==> src/sv/pwmg_pkg.sv <==
// package for the multi-channel pwm generator
// holds command and register codes, microcode layout and the control rom
// no dependencies
package pwmg_pkg;

	localparam int CHANNELS = 16;
	localparam int CH_W = $clog2(CHANNELS);
	localparam int WORD_W = 16;
	localparam int LVL_W = 8;
	localparam int CFG_IDX_W = 2;
	localparam int CFG_DATA_W = 16;

	// 9-bit dividend, one quotient bit per step
	localparam int DIV_W = 9;
	localparam int DIV_STEPS = DIV_W;
	localparam int CNT_W = $clog2(DIV_STEPS);

	localparam logic [LVL_W-1:0] PERIOD_RST = 8'd16;
	localparam logic [DIV_W-1:0] DIVISOR_RST = 9'd16;
	localparam logic [DIV_W-1:0] PERIOD_DIVIDEND = 9'd256;

	localparam logic [1:0] CMD_TICK = 2'd0;
	localparam logic [1:0] CMD_SET = 2'd1;
	localparam logic [1:0] CMD_READ = 2'd2;
	localparam logic [1:0] CMD_NOP = 2'd3;

	localparam logic [CFG_IDX_W-1:0] REG_MASK = 2'd0;
	localparam logic [CFG_IDX_W-1:0] REG_PERIOD = 2'd1;

	// micro-ops
	localparam int OP_W = 4;
	localparam logic [OP_W-1:0] OP_NONE = 4'd0;
	localparam logic [OP_W-1:0] OP_TICK_BIT = 4'd1;
	localparam logic [OP_W-1:0] OP_TICK_END = 4'd2;
	localparam logic [OP_W-1:0] OP_SET_INIT = 4'd3;
	localparam logic [OP_W-1:0] OP_DIVL_STEP = 4'd4;
	localparam logic [OP_W-1:0] OP_SET_END = 4'd5;
	localparam logic [OP_W-1:0] OP_READ_END = 4'd6;
	localparam logic [OP_W-1:0] OP_NOP_END = 4'd7;
	localparam logic [OP_W-1:0] OP_PDIV_INIT = 4'd8;
	localparam logic [OP_W-1:0] OP_DIVP_STEP = 4'd9;
	localparam logic [OP_W-1:0] OP_PDIV_END = 4'd10;
	localparam logic [OP_W-1:0] OP_RC_LOAD = 4'd11;
	localparam logic [OP_W-1:0] OP_RC_STORE = 4'd12;

	// jump conditions
	localparam int COND_W = 2;
	localparam logic [COND_W-1:0] COND_NEXT = 2'd0;
	localparam logic [COND_W-1:0] COND_ALWAYS = 2'd1;
	localparam logic [COND_W-1:0] COND_CNT_MORE = 2'd2;
	localparam logic [COND_W-1:0] COND_CHAN_MORE = 2'd3;

	// microcode addresses
	localparam int UA_W = 4;
	localparam logic [UA_W-1:0] UA_IDLE = 4'd0;
	localparam logic [UA_W-1:0] UA_TICK_BIT = 4'd1;
	localparam logic [UA_W-1:0] UA_TICK_END = 4'd2;
	localparam logic [UA_W-1:0] UA_SET_INIT = 4'd3;
	localparam logic [UA_W-1:0] UA_SET_DIV = 4'd4;
	localparam logic [UA_W-1:0] UA_SET_END = 4'd5;
	localparam logic [UA_W-1:0] UA_READ_END = 4'd6;
	localparam logic [UA_W-1:0] UA_NOP_END = 4'd7;
	localparam logic [UA_W-1:0] UA_PDIV_INIT = 4'd8;
	localparam logic [UA_W-1:0] UA_PDIV_STEP = 4'd9;
	localparam logic [UA_W-1:0] UA_PDIV_END = 4'd10;
	localparam logic [UA_W-1:0] UA_RC_LOAD = 4'd11;
	localparam logic [UA_W-1:0] UA_RC_DIV = 4'd12;
	localparam logic [UA_W-1:0] UA_RC_STORE = 4'd13;
	localparam logic [UA_W-1:0] UA_RC_DONE = 4'd14;

	typedef struct packed {
		logic [OP_W-1:0] op;
		logic [COND_W-1:0] cond;
		logic [UA_W-1:0] target;
	} uword_t;

	typedef struct packed {
		logic go;
		logic [UA_W-1:0] entry;
	} seq_req_t;

	typedef struct packed {
		logic cnt_more;
		logic chan_more;
	} seq_stat_t;

	function automatic uword_t ucode(input logic [UA_W-1:0] addr);
		uword_t w;
		unique case (addr)
			UA_IDLE: w = '{OP_NONE, COND_ALWAYS, UA_IDLE};
			UA_TICK_BIT: w = '{OP_TICK_BIT, COND_CHAN_MORE, UA_TICK_BIT};
			UA_TICK_END: w = '{OP_TICK_END, COND_ALWAYS, UA_IDLE};
			UA_SET_INIT: w = '{OP_SET_INIT, COND_NEXT, UA_IDLE};
			UA_SET_DIV: w = '{OP_DIVL_STEP, COND_CNT_MORE, UA_SET_DIV};
			UA_SET_END: w = '{OP_SET_END, COND_ALWAYS, UA_IDLE};
			UA_READ_END: w = '{OP_READ_END, COND_ALWAYS, UA_IDLE};
			UA_NOP_END: w = '{OP_NOP_END, COND_ALWAYS, UA_IDLE};
			UA_PDIV_INIT: w = '{OP_PDIV_INIT, COND_NEXT, UA_IDLE};
			UA_PDIV_STEP: w = '{OP_DIVP_STEP, COND_CNT_MORE, UA_PDIV_STEP};
			UA_PDIV_END: w = '{OP_PDIV_END, COND_NEXT, UA_IDLE};
			UA_RC_LOAD: w = '{OP_RC_LOAD, COND_NEXT, UA_IDLE};
			UA_RC_DIV: w = '{OP_DIVL_STEP, COND_CNT_MORE, UA_RC_DIV};
			UA_RC_STORE: w = '{OP_RC_STORE, COND_CHAN_MORE, UA_RC_LOAD};
			UA_RC_DONE: w = '{OP_NONE, COND_ALWAYS, UA_IDLE};
			default: w = '{OP_NONE, COND_ALWAYS, UA_IDLE};
		endcase
		return w;
	endfunction

endpackage

==> src/sv/pwmg_sequencer.sv <==
// microcode sequencer: step counter, control rom and conditional jumps
// depends on pwmg_pkg
module pwmg_sequencer import pwmg_pkg::*; (
	input  logic      clk,
	input  logic      arst_n,
	input  seq_req_t  req,
	input  seq_stat_t stat,
	output uword_t    uw,
	output logic      idle
);

	logic [UA_W-1:0] upc_q;

	assign uw = ucode(upc_q);
	assign idle = (upc_q == UA_IDLE);

	always_ff @(posedge clk or negedge arst_n) begin
		if (!arst_n) begin
			upc_q <= UA_IDLE;
		end else if (idle) begin
			if (req.go) begin
				upc_q <= req.entry;
			end
		end else begin
			unique case (uw.cond)
				COND_NEXT: upc_q <= upc_q + 1'b1;
				COND_ALWAYS: upc_q <= uw.target;
				COND_CNT_MORE: upc_q <= stat.cnt_more ? uw.target : upc_q + 1'b1;
				COND_CHAN_MORE: upc_q <= stat.chan_more ? uw.target : upc_q + 1'b1;
				default: upc_q <= UA_IDLE;
			endcase
		end
	end

	a_stay_idle: assert property (@(posedge clk) disable iff (!arst_n)
		(idle && !req.go) |=> idle)
		else $error("sequencer left idle without a request");

	a_enter: assert property (@(posedge clk) disable iff (!arst_n)
		(idle && req.go) |=> (upc_q == $past(req.entry)))
		else $error("sequencer missed its entry address");

	a_leave: assert property (@(posedge clk) disable iff (!arst_n)
		(idle && req.go) |=> !idle)
		else $error("request did not start a program");

endmodule

==> src/sv/multi_channel_pwm_generator_top.sv <==
// top level of the 16-channel pwm generator: datapath, level stores, result registers
// depends on pwmg_pkg and pwmg_sequencer
//
// usage: a command transaction is taken at a clock edge with start high and busy low;
// command 0 is a pwm tick, 1 stores level_in for pin_index, 2 reads back the stored level.
// each command gives one result: done is high for one cycle with pin_levels,
// levels_changed and level_readback valid; the receiver cannot stall it.
// steps after the accepting edge: a tick compares each channel in turn, then closes the
// word; a set stores the level, then runs the 9-step restoring divide for the duty;
// read and the unused command go straight to their end step. busy drops in the cycle
// done is shown, so a new command can follow at once.
// config writes (cfg_valid/cfg_ready) are taken while idle and start is low; writing
// register 1 (period) recomputes the divisor and every enabled pin's scaled duty
// through the same shared divider, holding busy until the recompute is through.
// reset clears the levels, duties, step counter and previous word, mask to 0, period 16.
module multi_channel_pwm_generator_top import pwmg_pkg::*; (
	input  logic                  clk,
	input  logic                  arst_n,
	input  logic                  start,
	input  logic [1:0]            command,
	input  logic [3:0]            pin_index,
	input  logic [LVL_W-1:0]      level_in,
	output logic                  busy,
	output logic                  done,
	output logic [WORD_W-1:0]     pin_levels,
	output logic                  levels_changed,
	output logic [LVL_W-1:0]      level_readback,
	input  logic                  cfg_valid,
	output logic                  cfg_ready,
	input  logic [CFG_IDX_W-1:0]  cfg_index,
	input  logic [CFG_DATA_W-1:0] cfg_data
);

	localparam logic [4:0] CH_LIM = 5'(CHANNELS);
	localparam logic [CH_W-1:0] CH_LAST = CH_W'(CHANNELS - 1);
	localparam logic [CNT_W-1:0] CNT_LAST = CNT_W'(DIV_STEPS - 1);

	uword_t    uw;
	seq_req_t  req;
	seq_stat_t stat;
	logic      idle;
	logic      in_acc;
	logic      cfg_acc;

	logic [WORD_W-1:0] mask_q;
	logic [LVL_W-1:0]  period_q;
	logic [DIV_W-1:0]  divisor_q;
	logic [LVL_W-1:0]  ctr_q;
	logic [WORD_W-1:0] prev_q;
	logic [LVL_W-1:0]  level_q [CHANNELS];
	logic [LVL_W-1:0]  duty_q [CHANNELS];

	logic [WORD_W-1:0] word_q;
	logic [CH_W-1:0]   chan_q;
	logic [LVL_W-1:0]  lvl_q;
	logic              pin_ok_q;
	logic [DIV_W-1:0]  rem_q;
	logic [DIV_W-1:0]  quo_q;
	logic [CNT_W-1:0]  cnt_q;

	logic              done_q;
	logic [WORD_W-1:0] res_word_q;
	logic              res_chg_q;
	logic [LVL_W-1:0]  res_rb_q;

	logic [DIV_W-1:0]  dvs;
	logic [DIV_W:0]    rem_sh;
	logic              ge;
	logic [DIV_W:0]    rem_sub;
	logic [LVL_W-1:0]  ctr_inc;
	logic [LVL_W-1:0]  ctr_nxt;

	assign busy = !idle;
	assign in_acc = start && idle;
	assign cfg_ready = idle && !start;
	assign cfg_acc = cfg_valid && cfg_ready;

	always_comb begin
		req.go = in_acc || (cfg_acc && (cfg_index == REG_PERIOD));
		req.entry = UA_PDIV_INIT;
		if (in_acc) begin
			unique case (command)
				CMD_TICK: req.entry = UA_TICK_BIT;
				CMD_SET: req.entry = UA_SET_INIT;
				CMD_READ: req.entry = UA_READ_END;
				CMD_NOP: req.entry = UA_NOP_END;
				default: req.entry = UA_NOP_END;
			endcase
		end
	end

	assign stat.cnt_more = (cnt_q != CNT_LAST);
	assign stat.chan_more = (chan_q != CH_LAST);

	pwmg_sequencer u_seq (
		.clk    (clk),
		.arst_n (arst_n),
		.req    (req),
		.stat   (stat),
		.uw     (uw),
		.idle   (idle)
	);

	// shared restoring divider step
	always_comb begin
		if (uw.op == OP_DIVP_STEP) begin
			dvs = (period_q == '0) ? DIV_W'(1) : {1'b0, period_q};
		end else begin
			dvs = divisor_q;
		end
		rem_sh = {rem_q, quo_q[DIV_W-1]};
		ge = (rem_sh >= {1'b0, dvs});
		rem_sub = rem_sh - {1'b0, dvs};
	end

	always_comb begin
		ctr_inc = ctr_q + 1'b1;
		if ((period_q == '0) || (ctr_inc >= (period_q - 1'b1))) begin
			ctr_nxt = '0;
		end else begin
			ctr_nxt = ctr_inc;
		end
	end

	// control state and level stores
	always_ff @(posedge clk or negedge arst_n) begin
		if (!arst_n) begin
			mask_q <= '0;
			period_q <= PERIOD_RST;
			divisor_q <= DIVISOR_RST;
			ctr_q <= '0;
			prev_q <= '0;
			done_q <= 1'b0;
			for (int i = 0; i < CHANNELS; i++) begin
				level_q[i] <= '0;
				duty_q[i] <= '0;
			end
		end else begin
			done_q <= 1'b0;
			if (cfg_acc) begin
				unique case (cfg_index)
					REG_MASK: mask_q <= cfg_data[WORD_W-1:0];
					REG_PERIOD: period_q <= cfg_data[LVL_W-1:0];
					default: ;
				endcase
			end
			unique case (uw.op) inside
				OP_TICK_END: begin
					prev_q <= word_q;
					ctr_q <= ctr_nxt;
					done_q <= 1'b1;
				end
				OP_SET_INIT: begin
					if (pin_ok_q) begin
						level_q[chan_q] <= lvl_q;
					end
				end
				OP_SET_END: begin
					if (pin_ok_q) begin
						duty_q[chan_q] <= quo_q[LVL_W-1:0];
					end
					done_q <= 1'b1;
				end
				OP_READ_END, OP_NOP_END: done_q <= 1'b1;
				OP_PDIV_END: divisor_q <= quo_q;
				OP_RC_STORE: begin
					if (mask_q[chan_q]) begin
						duty_q[chan_q] <= quo_q[LVL_W-1:0];
					end
				end
				default: ;
			endcase
		end
	end

	// datapath working registers and result registers
	always_ff @(posedge clk) begin
		if (in_acc) begin
			chan_q <= (command == CMD_TICK) ? '0 : pin_index[CH_W-1:0];
			word_q <= '0;
			lvl_q <= level_in;
			pin_ok_q <= ({1'b0, pin_index} < CH_LIM);
		end
		unique case (uw.op) inside
			OP_TICK_BIT: begin
				word_q[chan_q] <= mask_q[chan_q] && (ctr_q < duty_q[chan_q]);
				chan_q <= chan_q + 1'b1;
			end
			OP_TICK_END: begin
				res_word_q <= word_q;
				res_chg_q <= (word_q != prev_q);
				res_rb_q <= '0;
			end
			OP_SET_INIT: begin
				rem_q <= '0;
				quo_q <= {1'b0, lvl_q};
				cnt_q <= '0;
			end
			OP_DIVL_STEP, OP_DIVP_STEP: begin
				rem_q <= ge ? rem_sub[DIV_W-1:0] : rem_sh[DIV_W-1:0];
				quo_q <= {quo_q[DIV_W-2:0], ge};
				cnt_q <= cnt_q + 1'b1;
			end
			OP_SET_END: begin
				res_word_q <= prev_q;
				res_chg_q <= 1'b0;
				res_rb_q <= pin_ok_q ? lvl_q : '0;
			end
			OP_READ_END: begin
				res_word_q <= prev_q;
				res_chg_q <= 1'b0;
				res_rb_q <= pin_ok_q ? level_q[chan_q] : '0;
			end
			OP_NOP_END: begin
				res_word_q <= prev_q;
				res_chg_q <= 1'b0;
				res_rb_q <= '0;
			end
			OP_PDIV_INIT: begin
				rem_q <= '0;
				quo_q <= PERIOD_DIVIDEND;
				cnt_q <= '0;
			end
			OP_PDIV_END: chan_q <= '0;
			OP_RC_LOAD: begin
				rem_q <= '0;
				quo_q <= {1'b0, level_q[chan_q]};
				cnt_q <= '0;
			end
			OP_RC_STORE: chan_q <= chan_q + 1'b1;
			default: ;
		endcase
	end

	assign done = done_q;
	assign pin_levels = res_word_q;
	assign levels_changed = res_chg_q;
	assign level_readback = res_rb_q;

	a_done_idle: assert property (@(posedge clk) disable iff (!arst_n)
		done |-> !busy)
		else $error("result shown while still busy");

	a_chg_done: assert property (@(posedge clk) disable iff (!arst_n)
		$rose(levels_changed) |-> done)
		else $error("levels_changed without a result");

	a_start_busy: assert property (@(posedge clk) disable iff (!arst_n)
		(start && !busy) |=> busy)
		else $error("accepted command did not raise busy");

	a_period_busy: assert property (@(posedge clk) disable iff (!arst_n)
		(cfg_valid && cfg_ready && (cfg_index == REG_PERIOD)) |=> busy)
		else $error("period write did not start the duty recompute");

endmodule
==> config.mk <==
export PLATFORM = sky130hd
export DESIGN_NAME = multi_channel_pwm_generator_top
export DESIGN_NICKNAME = d
export VERILOG_FILES = /design/src/sv/pwmg_pkg.sv /design/src/sv/pwmg_sequencer.sv /design/src/sv/multi_channel_pwm_generator_top.sv
export SDC_FILE = /design/constraint.sdc
export NUM_CORES = 1
export LEC_CHECK = 0
export ABC_AREA = 1
export BUFFER_PORTS_ARGS = -buffer_cell sky130_fd_sc_hd__clkbuf_2
export CELL_PAD_IN_SITES_DETAIL_PLACEMENT = 0
export CELL_PAD_IN_SITES_GLOBAL_PLACEMENT = 1
export CORE_ASPECT_RATIO = 0.6
export CORE_UTILIZATION = 52
export CTS_CLUSTER_SIZE = 12
export DETAILED_ROUTE_END_ITERATION = 12
export MAX_ROUTING_LAYER = met4
export PLACE_DENSITY = 0.89
export SLEW_MARGIN = 20
export SYNTH_ARGS = -nofsm -noshare
export SYNTH_HDL_FRONTEND = slang
export SYNTH_SLANG_ARGS = --single-unit
==> constraint.sdc <==
create_clock -name clk -period 9.4 [get_ports clk]
set_input_delay 0.94 -clock clk [delete_from_list [all_inputs] [get_ports clk]]
set_output_delay 0.94 -clock clk [all_outputs]
set_load 0.05 [all_outputs]
# --- After elaboration in Yosys (flattened, before gate mapping) ---
# Memory sizes are Yosys's and may differ from the RTL's.
# Cells that the tools add are included.
totals:
  mem_bits_ro: 160
  mem_count: 1
  ramBits: 0
  latchBits: 0
  elab_cells: 158
  reg_bits: 393
  inputBits: 36
classes:
  addsub: 6
  reduce_logical: 31
  eq_ne: 24
  shifts: 0
  mux: 40
  n_lt_le_gt_ge: 7
  n_bitwise: 1
  mul: 0
  div_mod_pow: 0
mem_list:
  columns: ["memory", "words", "word_bits", "rd", "rd_clocked_by_memory_dff", "write_ports", "line_no", "source"]
  rows:
  - ["(name not given)", 16, 10, 1, 0, 0, "pwmg_pkg.sv:89", "unique case (addr)"]
ops:
  columns: ["op", "n"]
  rows:
  - ["bitwise mux 128 bit", 2]
  - ["case mux 128 bit (2 select lines)", 1]
  - ["2-to-1 mux 128 bit", 1]
  - ["binary-select mux 8 bit (select 4 bit)", 2]
  - ["2-to-1 mux 8 bit", 7]
  - ["case mux 9 bit (4 select lines)", 1]
  - ["demux 8 bit (select 4 bit)", 1]
  - ["2-to-1 mux 16 bit", 2]
  - ["case mux 16 bit (2 select lines)", 1]
  - ["case mux 4 bit (4 select lines)", 2]
  - ["2-to-1 mux 4 bit", 7]
  - ["case mux 8 bit (3 select lines)", 1]
  - ["equality test 4 bit (second input constant)", 5]
  - ["2-to-1 mux 9 bit", 2]
  - ["case mux 9 bit (2 select lines)", 1]
  - ["bitwise mux 16 bit", 1]
  - ["equality test 4 x 3 -> 1 bit (second input constant)", 4]
  - ["!= test 16 bit", 1]
  - ["case mux 4 bit (2 select lines)", 2]
  - ["adder 4 x 1 -> 4 bit (second input constant)", 3]
  - ["greater-or-equal comparator 10 x 9 -> 1 bit", 1]
  - ["subtractor 9 bit", 1]
  - ["adder 8 x 1 -> 8 bit (second input constant)", 1]
  - ["equality test 2 bit (second input constant)", 4]
  - ["other kinds (30)", 55]

# --- Depth between registers and ports, before layout ---
# Gate-level depths: netlist of run 1.
logic_depth:
  ltp_word: 8
  depth_mapped: 24

# --- Cells and area by module ---
# A second synthesis of run 1 with hierarchy kept.
unflattened:
  cells_unflattened: 2206
  hier_area_um2: 18964.4
modules_own_cells:
  columns: ["module", "seq_area_each_um2", "cells_each", "area_each_um2", "n_inst"]
  rows:
  - ["multi_channel_pwm_generator_top", 9952.0, 2102, 18342.6, 1]
  - ["pwmg_sequencer", 100.1, 104, 621.8, 1]

# --- Worst setup path before layout of run 1 ---
# No wires, ideal clock.
synth_timing:
  kind: "reg2reg"
  from: "reg u_seq.upc_q[1]"
  to: "reg rem_q[1] (data pin)"
  arrival_ns: 3.174
  path_stages_with_launch: 24
  synth_period_minus_slack_ns: 3.429
  path_buffers: 2
  path_slack_ns: 5.971
  setup_time_ns: 0.255
  required_ns: 9.145
  path_cell_list: "dfrtp_1 > inv_2 > ha_1 > o21ai_2 > inv_1 > nand2_1 > inv_1 > nand3_1 > inv_1 > clkbuf_1 > o21ai_0 > inv_1 > ha_1 > inv_1 > fa_1 > nand3_1 > nand2_1 > nand2_1 > o211ai_1 > nand2_1 > nand2_1 > clkbuf_1 > o21ai_0 > nor2_1"
synth_between:
  elab_chain_len: 6
  elab_cells_between_ends: 13
synth_rtl:
  columns: ["element", "line_no", "source"]
  rows:
  - ["from (decl)", "pwmg_sequencer.sv:12", "logic [UA_W-1:0] upc_q;"]
  - ["from (signal assigned)", "pwmg_sequencer.sv:22", "upc_q <= req.entry;"]
  - ["from (signal assigned)", "pwmg_sequencer.sv:26", "COND_NEXT: upc_q <= upc_q + 1'b1;"]
  - ["from (signal assigned)", "pwmg_sequencer.sv:27", "COND_ALWAYS: upc_q <= uw.target;"]
  - ["memory read (16 x 10 bit) *", null, null]
  - ["equality test 4 bit", "multi_channel_pwm_generator_top.sv:106", "if (uw.op == OP_DIVP_STEP) begin"]
  - ["2-to-1 mux 9 bit", "multi_channel_pwm_generator_top.sv:106", null]
  - ["subtractor 9 bit or greater-or-equal comparator 10 x 9 -> 1 bit (tied branches)", "multi_channel_pwm_generator_top.sv:113, multi_channel_pwm_generator_top.sv:112", null]
  - ["2-to-1 mux 9 bit", "multi_channel_pwm_generator_top.sv:200", "rem_q <= ge ? rem_sub[DIV_W-1:0] : rem_sh[DIV_W-1:0];"]
  - ["case mux 9 bit (2 select lines) *", "multi_channel_pwm_generator_top.sv:184", "unique case (uw.op) inside"]
  - ["to (signal assigned)", "multi_channel_pwm_generator_top.sv:200", null]
  - ["to (decl)", "multi_channel_pwm_generator_top.sv:57", "logic [DIV_W-1:0] rem_q;"]
# Mark *: on every way between the ends. The rest lies on a longest branch, timed or not.
# A chain may end at the register's enable or synchronous reset.

# --- Final worst setup path of run 1 ---
layout_timing:
  from: "reg chan_q[1]"
  to: "reg word_q[4]"
layout_between:
  elab_chain_len: 8
  elab_cells_between_ends: 15
layout_rtl:
  columns: ["element", "line_no", "source"]
  rows:
  - ["from (decl)", "multi_channel_pwm_generator_top.sv:54", "logic [CH_W-1:0] chan_q;"]
  - ["from (signal assigned)", "multi_channel_pwm_generator_top.sv:179", "chan_q <= (command == CMD_TICK) ? '0 : pin_index[CH_W-1:0];"]
  - ["from (signal assigned)", "multi_channel_pwm_generator_top.sv:187", "chan_q <= chan_q + 1'b1;"]
  - ["from (signal assigned)", "multi_channel_pwm_generator_top.sv:230", "OP_RC_STORE: chan_q <= chan_q + 1'b1;"]
  - ["inverter 4 -> 5 bit (implied by the code)", "multi_channel_pwm_generator_top.sv:186", "word_q[chan_q] <= mask_q[chan_q] && (ctr_q < duty_q[chan_q]);"]
  - ["binary-select mux 8 bit (select 4 bit)", "multi_channel_pwm_generator_top.sv:186", null]
  - ["2-to-1 mux 8 bit (implied by the code) (2 in a row)", "multi_channel_pwm_generator_top.sv:186", null]
  - ["< comparator 8 bit", "multi_channel_pwm_generator_top.sv:186", null]
  - ["logical AND 1 bit", "multi_channel_pwm_generator_top.sv:186", null]
  - ["bitwise mux 16 bit *", "multi_channel_pwm_generator_top.sv:186", null]
  - ["2-to-1 mux 16 bit *", "multi_channel_pwm_generator_top.sv:184", null]
  - ["to (signal, indexed assignment)", "multi_channel_pwm_generator_top.sv:186", null]
  - ["to (decl)", "multi_channel_pwm_generator_top.sv:53", "logic [WORD_W-1:0] word_q;"]
# Mark *: on every way between the ends. The rest lies on a longest branch, timed or not. The select of a mux whose other input is x is not followed.

==> results of run 1 <==
[cell usage after synthesis (19+ instances only)]
master,n
a21oi_1,141
buf_2,35
clkbuf_1,66
dfrtp_1,316
edfxtp_1,59
ha_1,36
inv_1,192
nand2_1,459
nand3_1,54
nand4_1,19
nor2_1,197
o21ai_0,399
o22ai_1,38
xor2_1,20
[cell type report]
cell class / instances / area [µm²] / area share
Inverter: 204 / 768 / 0.0373
Sequential cell: 393 / 10100 / 0.488
Multi-Input combinational cell: 1498 / 7600 / 0.369
Clock buffer: 60 / 1120 / 0.0544
Timing Repair Buffer: 77 / 450 / 0.0218
Clock inverter: 5 / 40.0 / 0.00194
Tap cell: 467 / 584 / 0.0283
[worst max-delay path: cells and delay by family (launching register included)]
| kind | cells | cell delay, ns |
|---|---|---|
| AND/OR/NAND/NOR | 6 | 1.22 |
| adder cells (fa/ha/maj) | 1 | 0.30 |
| flip-flops | 1 | 0.32 |
| buffers and inverters | 3 | 1.48 |
| AO/OA/AOI/OAI | 5 | 0.85 |
[power by group]
part           internal (mW)  leakage, nW  total [mW]  switching, mW
logic                   1.07         3.89        3.54           2.47
registers               2.51         4.96        2.94          0.431
clock network          0.823        0.564        1.49          0.667
[stage by stage]
step | instance area, µm² | hold slack (ns) | instances | total power, mW
finish | 20600 | 0.462 | 2704 | 7.97
global route | 20600 | 0.497 | 2704 | 8.54
CTS | 20600 | 0.483 | 2703 | 7.92
detailed placement | 19400 | 0.468 | 2638 | 6.42
global placement | 19400 | 0.462 | 2638 | 6.30
floorplan | 19000 | 0.448 | 2218 | 5.35
[cells by family after synthesis]
kind of cell | share of synthesized area
compound gates | 0.179
xor+xnor | 0.0175
fa+ha+maj | 0.0248
buf+inv | 0.0721
flops | 0.529
mux | 0.0111
simple gates | 0.166
[flip-flops by register name (all words and copies together), names as in the netlist]
signal / cells
rem_q: 9
period_q: 8
quo_q: 9
level_readback: 8
level_q: 128
divisor_q: 9
lvl_q: 8
u_seq.upc_q: 4
mask_q: 16
ctr_q: 8
pin_levels: 16
chan_q: 4
word_q: 16
prev_q: 16
done: 1
duty_q: 128
levels_changed: 1
cnt_q: 4
[worst max path at each step]
stage                     end      startpoint  depth (start not counted)  slack [ns]
global route         rem_q[5]  u_seq.upc_q[1]                         21        4.84
finish              word_q[4]       chan_q[1]                         15        5.12
global placement    word_q[3]       chan_q[1]                         15        5.05
detailed placement  word_q[6]       chan_q[1]                         15        5.24
floorplan            rem_q[1]  u_seq.upc_q[1]                         23        5.97
CTS                 word_q[6]       chan_q[1]                         15        5.20
[metal layers]
metal	track usage	vias to the layer above	wire length, µm
li1	-	7362	-
met2	0.409	652	21700
met3	0.0784	61	5470
met4	0.0494	0	713
met5	-	-	0
met1	0.455	7528	25700
==> results.sh, run 1 <==
export IMPL_status="finished, final reports clean"
export IMPL_drv_cap=0
export IMPL_first_pass_iters=6
export IMPL_ys_warnings_count=0
export IMPL_root_buffer="clkbuf_16"
export IMPL_crit_top_cell="nor2_1"
export IMPL_start_kind="register"
export IMPL_synth_area_per_cell_um2=8.56
export IMPL_rr_worst_depth=15
export IMPL_wire_per_inst_um=19.8
export IMPL_setup_ws_ns=5.12
export IMPL_r2r_end="word_q[4]"
export IMPL_ctsResizeCount=0
export IMPL_antenna_found_initial=1
export IMPL_drc=0
export IMPL_tightest_slew_ns=1.14
export IMPL_synth_cell_area_um2=19000
export IMPL_final_common_cell="nand2_1"
export IMPL_cts_tree="yes"
export IMPL_cp_max_fo=72
export IMPL_yosys_area_top_type="dfrtp_1"
export IMPL_drt_vias_per_instance=5.77
export IMPL_synth_ff_type="dfrtp_1"
export IMPL_rows=53
export IMPL_drtIter0Drc=1627
export IMPL_clock_sinks=393
export IMPL_powerDensity_nw_per_um2=387
export IMPL_clk_path_buf_depth=3
export IMPL_post_route_util=0.581
export IMPL_clock_latency_ns=0.55
export IMPL_synth_cell_types=49
export IMPL_globalplace_congestion=0.893
export IMPL_path_clk_slew_ns=0.06
export IMPL_crit_chain="buf_4 -> inv_2 -> buf_4 -> o21ai_0 -> o22ai_1 -> a22o_1 -> a221oi_1 -> ha_1 -> a21oi_1 -> nor2_1 -> nor2_1 -> nor2_1 -> nor3_4 -> nand3_1 -> nand2_1"
export IMPL_cpPeakStageDelay_ns=0.69
export IMPL_clock_skew_ns=0.0229
export IMPL_hold_class="in -> async"
export IMPL_num_io_pins=64
export IMPL_grt_pass1_wl_mm=84.5
export IMPL_total_leakage_power_nw=9.41
export IMPL_grt_max_degree=114
export IMPL_netlist_instances=2218
export IMPL_die_height_um=150
export IMPL_fin_crit_ns=4.28
export IMPL_die_area_um2=37300
export IMPL_layout_common_cells="nand2_1, o21ai_0, dfrtp_1"
export IMPL_first_global_vias=14700
export IMPL_r2r_start="chan_q[1]"
export IMPL_core_area_um2=35500
export IMPL_wl_mm=53.6
export IMPL_max_freq_mhz=234
export IMPL_syn_nets=2291
export IMPL_area_growth_pct=8.53
export IMPL_vdd_drop_max_mv=0.214
export IMPL_drv_slew=0
export IMPL_slowest_stage="nor3_4"
export IMPL_cp_arrival_ns=4.76
export IMPL_nFillCells=3144
export IMPL_hold_viol_final=0
export IMPL_rsz0062_at_grt="false"
export IMPL_drive_gt1_frac=0.0818
export IMPL_cts_hold_buf=0
export IMPL_r2r_slack_ns=5.12
export IMPL_cts_buffers_inserted=40
export IMPL_fin_crit_sh=0.455
export IMPL_io_buffer_count=63
export IMPL_end_kind="register"
export IMPL_htreeDepth=2
export IMPL_initial_core_util=0.535
export IMPL_postCtsSetupRepairBufs=0
export IMPL_required_ns=9.88
export IMPL_hpwl_mm=36.3
export IMPL_synth_edf_count=59
export IMPL_die_x_um=249
export IMPL_async_flop_share=0.809
export IMPL_ant_nets=0
export IMPL_ys_ff_latch=393
export IMPL_seq_area_frac_synth=0.529
export IMPL_synth_top_cells_by_area="dfrtp_1, o21ai_0, edfxtp_1"
export IMPL_crit_type="reg -> reg"
export IMPL_grt_usage=0.302
export IMPL_dp_slack_ns=5.24
export IMPL_tns_ns=0
export IMPL_finalSetupViolCount=0
export IMPL_num_vias=15600
export IMPL_finalNetCount=2287
export IMPL_synth_top_area_frac=0.416
export IMPL_max_slew_margin=0.239
export IMPL_grt_overflow=0
export IMPL_antenna_cells=0
(Power assumes the default switching activity.)
==> run 2: changes to the inputs <==
--- a/config.mk
+++ b/config.mk
@@ -10,11 +10,11 @@
 export CELL_PAD_IN_SITES_DETAIL_PLACEMENT = 0
 export CELL_PAD_IN_SITES_GLOBAL_PLACEMENT = 1
 export CORE_ASPECT_RATIO = 0.6
-export CORE_UTILIZATION = 52
+export CORE_UTILIZATION = 43
 export CTS_CLUSTER_SIZE = 12
 export DETAILED_ROUTE_END_ITERATION = 12
 export MAX_ROUTING_LAYER = met4
-export PLACE_DENSITY = 0.89
+export PLACE_DENSITY = 0.79
 export SLEW_MARGIN = 20
 export SYNTH_ARGS = -nofsm -noshare
 export SYNTH_HDL_FRONTEND = slang
==> constraint.sdc (replaced) <==
create_clock -name clk -period 3.9 [get_ports clk]
set_input_delay 0.39 -clock clk [delete_from_list [all_inputs] [get_ports clk]]
set_output_delay 0.39 -clock clk [all_outputs]
set_load 0.05 [all_outputs]
==> run 2 against run 1 <==
Compared with the run above: global-route usage shrank 4.5 points; final area grew 3.4%; first-iteration DRC count grew 18%; hold slack lost 0.44 ns; combinational power grew to 2.5 times the previous value; largest cell class unchanged.
==> results.sh, run 2 (same netlist as run 1, synthesis figures left out) <==
export IMPL_die_height_um=165
export IMPL_slowest_stage="dfrtp_1"
export IMPL_grt_pass1_wl_mm=86.1
export IMPL_core_area_um2=43500
export IMPL_htreeDepth=2
export IMPL_root_buffer="clkbuf_16"
export IMPL_multi_input_area_um2=7580
export IMPL_holdPathEnd="lvl_q[2]"
export IMPL_fin_crit_ns=3.43
export IMPL_drv_slew=0
export IMPL_antenna_cells=0
export IMPL_fin_crit_sh=0.880
export IMPL_clock_latency_ns=0.55
export IMPL_tns_ns=0
export IMPL_r2r_slack_ns=0.47
export IMPL_hold_class="in -> reg"
export IMPL_total_leakage_power_nw=9.74
export IMPL_area_growth_pct=12.3
export IMPL_finalSetupViolCount=0
export IMPL_holdPathStages=1
export IMPL_crit_chain="inv_2 -> ha_1 -> o21ai_2 -> inv_1 -> nand2_1 -> inv_1 -> nand3_1 -> inv_2 -> nand3_1 -> o21ai_0 -> inv_1 -> ha_1 -> inv_1 -> fa_1 -> nand3_1 -> nand2_1 -> nand2_1 -> o211ai_1 -> nand2_1 -> nand2_2 -> o21ai_0 -> a21oi_1"
export IMPL_hp_start="level_in[2]"
export IMPL_start_kind="register"
export IMPL_r2r_end="rem_q[3]"
export IMPL_cp_max_fo=18
export IMPL_io_buffer_count=63
export IMPL_wire_per_inst_um=19.1
export IMPL_crit_cells=22
export IMPL_ant_nets=0
export IMPL_grt_overflow=0
export IMPL_wl_mm=54.7
export IMPL_post_route_util=0.491
export IMPL_die_x_um=273
export IMPL_rr_worst_depth=22
export IMPL_tightest_slew_ns=1.08
export IMPL_drv_cap=0
export IMPL_first_global_vias=14600
export IMPL_num_io_pins=64
export IMPL_drt_vias_per_instance=5.44
export IMPL_rows=59
export IMPL_first_pass_iters=5
export IMPL_globalplace_congestion=0.904
export IMPL_clock_skew_ns=0.0196
export IMPL_num_vias=15600
export IMPL_clk_path_buf_depth=3
export IMPL_largest_registers="duty_q (128), level_q (128)"
export IMPL_cts_tree="yes"
export IMPL_grt_usage=0.257
export IMPL_cpPeakStageDelay_ns=0.49
export IMPL_drtIter0Drc=1915
export IMPL_max_freq_mhz=291
export IMPL_layout_common_cells="nand2_1, o21ai_0, dfrtp_1"
export IMPL_powerDensity_nw_per_um2=936
export IMPL_hpwl_mm=37.7
export IMPL_clock_sinks=393
export IMPL_worst_path_buf_inv=6
export IMPL_grt_max_degree=141
export IMPL_path_delay_family="simple AND/OR/NAND/NOR gates"
export IMPL_required_ns=4.18
export IMPL_rsz0062_at_grt="false"
export IMPL_final_common_cell="nand2_1"
export IMPL_end_kind="register"
export IMPL_nFillCells=4085
export IMPL_regArea_um2=10100
export IMPL_drc=0
export IMPL_antenna_found_initial=0
export IMPL_drive_gt1_frac=0.0979
export IMPL_cts_buffers_inserted=41
export IMPL_path_clk_slew_ns=0.06
export IMPL_status="finished, final reports clean"
export IMPL_finalNetCount=2333
export IMPL_max_slew_margin=0.280
export IMPL_hold_viol_final=0
export IMPL_vdd_drop_max_mv=0.467
export IMPL_die_area_um2=45100
export IMPL_initial_core_util=0.437
export IMPL_r2r_start="u_seq.upc_q[1]"
export IMPL_cp_arrival_ns=3.71
export IMPL_crit_type="reg -> reg"
-- run 2: cell types whose count changed in the layout (fill, tap and decap cells not counted), moves of 2 or more --
cell and change:
buf_12 +6, buf_4 +34, clkbuf_16 +3, clkbuf_8 +9
clkinv_4 -2, dlygate4sd3_1 +6, nor2_1 +8, nor2_2 -8
-- run 2: power by group --
group | switching, mW | leakage (nW) | internal, mW
registers | 1.01 | 4.96 | 6.06
clock network | 1.63 | 0.658 | 2.34
logic | 6.08 | 4.13 | 2.85
total | 8.72 | 9.74 | 11.2
-- run 2: worst register-to-register path, cell delays in order, from the launching register on --
cell and delay (ns):
dfrtp_1 0.49, inv_2 0.11, ha_1 0.23, o21ai_2 0.13, inv_1 0.08, nand2_1 0.06
inv_1 0.06, nand3_1 0.10, inv_2 0.10, nand3_1 0.08, o21ai_0 0.08, inv_1 0.06
ha_1 0.14, inv_1 0.07, fa_1 0.41, nand3_1 0.12, nand2_1 0.11, nand2_1 0.08
o211ai_1 0.12, nand2_1 0.11, nand2_2 0.17, o21ai_0 0.23, a21oi_1 0.06
-- run 2: per-layer routing --
| metal | GRT usage | up-vias | routed length, µm |
|---|---|---|---|
| li1 | - | 7458 | - |
| met1 | 0.401 | 7553 | 27600 |
| met2 | 0.340 | 537 | 21600 |
| met3 | 0.0470 | 63 | 4600 |
| met4 | 0.0556 | 0 | 937 |
| met5 | - | - | 0 |
-- run 2: worst max path at each step --
stage	to	start	slack, ns
after global routing	rem_q[5]	u_seq.upc_q[1]	0.07
after detailed placement	rem_q[3]	u_seq.upc_q[1]	0.27
after CTS	rem_q[3]	u_seq.upc_q[1]	0.25
after floorplan	rem_q[1]	u_seq.upc_q[1]	0.47
final	rem_q[3]	u_seq.upc_q[1]	0.47
after global placement	rem_q[1]	u_seq.upc_q[1]	0.33
-- run 2: final cells by class --
| cell class | instances | area share |
|---|---|---|
| well taps | 579 | 0.0340 |
| inverters | 204 | 0.0360 |
| flip-flops and latches | 393 | 0.471 |
| repair buffers | 122 | 0.0402 |
| clock buffers | 70 | 0.0614 |
| clock inverters | 2 | 0.00182 |
| multi-input cells | 1498 | 0.355 |
-- run 2: repair_timing --
action | 4_1_cts | 5_1_grt
gates resized for setup | 0 | 2
hold buffers | 6 | 0
buffers inserted | 0 | 0
hold endpoints to repair | 103 | 0
endpoints found under the setup margin | 0 | 10
-- run 2: stage by stage --
step                      total power, mW  cells  hold slack [ns]  worst slack (ns)  area, µm²
after floorplan                      12.9   2218           0.0944             0.471      19000
after global placement               15.8   2790            0.460             0.325      19900
after detailed placement             15.9   2790            0.468             0.271      19900
after CTS                            20.0   2868         0.000732             0.253      21300
after global routing                 21.4   2868          0.00700            0.0743      21300
final                                20.0   2868           0.0188             0.468      21300
==> run 3: changes to the inputs <==
--- a/config.mk
+++ b/config.mk
@@ -9,7 +9,6 @@
 export BUFFER_PORTS_ARGS = -buffer_cell sky130_fd_sc_hd__clkbuf_2
 export CELL_PAD_IN_SITES_DETAIL_PLACEMENT = 0
 export CELL_PAD_IN_SITES_GLOBAL_PLACEMENT = 1
-export CORE_ASPECT_RATIO = 0.6
 export CORE_UTILIZATION = 43
 export CTS_CLUSTER_SIZE = 12
 export DETAILED_ROUTE_END_ITERATION = 12
==> constraint.sdc (replaced) <==
create_clock -name clk -period 3.9 [get_ports clk]
set_input_delay 0 -clock clk [delete_from_list [all_inputs] [get_ports clk]]
set_output_delay 0 -clock clk [all_outputs]
set_load 0.05 [all_outputs]
==> run 3 against run 2 <==
Compared with the run above: via count down 1.4%; worst setup slack worse by 0.015 ns; first-iteration DRC count down 37%; clock-buffer cell count unchanged; register-to-register slack worse by 0.02 ns; clock skew up 0.0019 ns; hold slack better by 0.026 ns; global-route usage down 1.2 points; sequential power down 0.8%; flip-flop and latch count unchanged; critical endpoint is now rem_q[5]; largest cell class unchanged; highest routed layer unchanged.
==> results.sh, run 3 (same netlist as run 1, synthesis figures left out) <==
export IMPL_antenna_cells=0
export IMPL_ant_nets=0
export IMPL_cp_arrival_ns=3.75
export IMPL_htreeDepth=2
export IMPL_area_growth_pct=13.8
export IMPL_holdPathStages=5
export IMPL_hold_class="in -> reg"
export IMPL_initial_core_util=0.438
export IMPL_rr_worst_depth=21
export IMPL_globalplace_congestion=0.858
export IMPL_cts_tree="yes"
export IMPL_grt_usage=0.245
export IMPL_hold_viol_final=0
export IMPL_tightest_slew_ns=0.904
export IMPL_vdd_drop_max_mv=0.538
export IMPL_powerDensity_nw_per_um2=904
export IMPL_swShare=0.431
export IMPL_drc=0
export IMPL_pwr_share_seq=0.358
export IMPL_required_ns=4.20
export IMPL_die_height_um=212
export IMPL_finalPower_mw=19.6
export IMPL_antenna_found_initial=0
export IMPL_design_area_um2=21600
export IMPL_switchingPower_mw=8.42
export IMPL_num_vias=15400
export IMPL_end_kind="register"
export IMPL_grt_pass1_wl_mm=83.3
export IMPL_layout_common_cells="nand2_1, o21ai_0, dfrtp_1"
export IMPL_placed_area_um2=19900
export IMPL_fin_crit_ns=3.45
export IMPL_max_freq_mhz=290
export IMPL_r2r_end="rem_q[5]"
export IMPL_clk_path_buf_depth=3
export IMPL_total_leakage_power_nw=9.86
export IMPL_cp_max_fo=18
export IMPL_root_buffer="clkbuf_16"
export IMPL_r2r_start="u_seq.upc_q[1]"
export IMPL_hpwl_mm=34.1
export IMPL_wl_mm=51.6
export IMPL_pwr_share_clk=0.204
export IMPL_grt_overflow=0
export IMPL_drv_slew=0
export IMPL_hp_start="cfg_index[1]"
export IMPL_max_slew_margin=0.396
export IMPL_final_common_cell="nand2_1"
export IMPL_holdPathEnd="u_seq.upc_q[1]"
export IMPL_num_io_pins=64
export IMPL_fin_crit_sh=0.884
export IMPL_path_clk_slew_ns=0.06
export IMPL_finalNetCount=2361
export IMPL_clock_sinks=393
export IMPL_r2r_slack_ns=0.45
export IMPL_clock_skew_ns=0.0215
export IMPL_clock_latency_ns=0.57
export IMPL_pwr_share_comb=0.439
export IMPL_drt_vias_per_instance=5.30
export IMPL_crit_type="reg -> reg"
export IMPL_start_kind="register"
export IMPL_grt_max_degree=141
export IMPL_p_int_mw=11.1
export IMPL_cts_buffers_inserted=44
export IMPL_wire_per_inst_um=17.8
export IMPL_drtIter0Drc=1211
export IMPL_tns_ns=0
export IMPL_postCtsSetupRepairBufs=0
export IMPL_status="finished, final reports clean"
export IMPL_die_area_um2=45000
export IMPL_rows=76
export IMPL_finalSetupViolCount=0
export IMPL_core_area_um2=43400
export IMPL_io_buffer_count=63
export IMPL_drive_gt1_frac=0.0961
export IMPL_first_pass_iters=6
export IMPL_largest_registers="duty_q (128), level_q (128)"
export IMPL_first_global_vias=14700
export IMPL_drv_cap=0
export IMPL_die_x_um=212
export IMPL_rsz0062_at_grt="false"
## run 3: changes by cell type in the layout (fill, tap and decap cells not counted), moves of 2 or more
cell,previous run,this run
clkbuf_1,15,17
clkbuf_8,11,8
buf_12,6,4
buf_4,47,44
clkinv_2,0,4
dlygate4sd3_1,6,35
## run 3: metal layers
metal	track usage	vias up	share of wire
li1	-	7516	-
met3	0.0309	62	0.051
met1	0.338	7375	0.46
met2	0.381	433	0.47
met4	0.0697	0	0.019
met5	-	-	0
## run 3: worst max path at each step
stage,cells after the start,to,from,slack (ns)
finish,21,rem_q[5],u_seq.upc_q[1],0.45
global route,22,rem_q[0],u_seq.upc_q[1],0.1
CTS,21,rem_q[5],u_seq.upc_q[1],0.22
detailed placement,21,rem_q[5],u_seq.upc_q[1],0.22
global placement,21,rem_q[1],u_seq.upc_q[1],0.39
floorplan,23,rem_q[1],u_seq.upc_q[1],0.47
## run 3: timing repair
action | in CTS | in global routing
hold buffers | 34 | 1
hold endpoints to repair | 166 | 25
gates resized for setup | 0 | 2
setup endpoints to repair | 0 | 10
## run 3: power by group through the flow
stage	Clock (mW)	Sequential [mW]	Combinational, mW
floorplan	0	7.18	5.72
global placement	0	7.00	8.32
detailed placement	0	7.05	8.49
CTS	4.08	6.99	8.55
global route	4.24	7.20	9.61
finish	3.98	7.00	8.58
## run 3: area by class of cell
cell class	count	area, µm²
Fill cell	4156	21700
Sequential cell	393	10100
Multi-Input combinational cell	1498	7580
Clock buffer	70	1300
Timing Repair Buffer	147	1110
Inverter	204	768
Tap cell	585	732
Clock inverter	8	73.8
## run 3: critical path, cell delays in order, from the launching register on
cell and delay [ns]:
dfrtp_1 0.46, inv_2 0.14, ha_1 0.22, o21ai_2 0.08
inv_1 0.10, nand2_1 0.06, inv_1 0.08, nand3_1 0.13
inv_2 0.18, o21ai_0 0.10, inv_1 0.06, ha_1 0.13
inv_1 0.06, fa_1 0.40, nand3_1 0.11, nand2_1 0.10
nand2_1 0.08, o211ai_1 0.12, nand2_1 0.10, nand2_2 0.17
o21ai_0 0.23, a21oi_1 0.07
## run 3: through the flow
| stage | util | hold WS [ns] | std cells | setup WS, ns |
|---|---|---|---|---|
| finish | 0.499 | 0.0447 | 2905 | 0.453 |
| floorplan | - | -0.296 | 2218 | 0.471 |
| global placement | 0.458 | 0.147 | 2791 | 0.393 |
| global route | 0.499 | 0.0666 | 2905 | 0.0997 |
| CTS | 0.498 | 0.0281 | 2903 | 0.222 |
| detailed placement | 0.458 | 0.153 | 2791 | 0.225 |
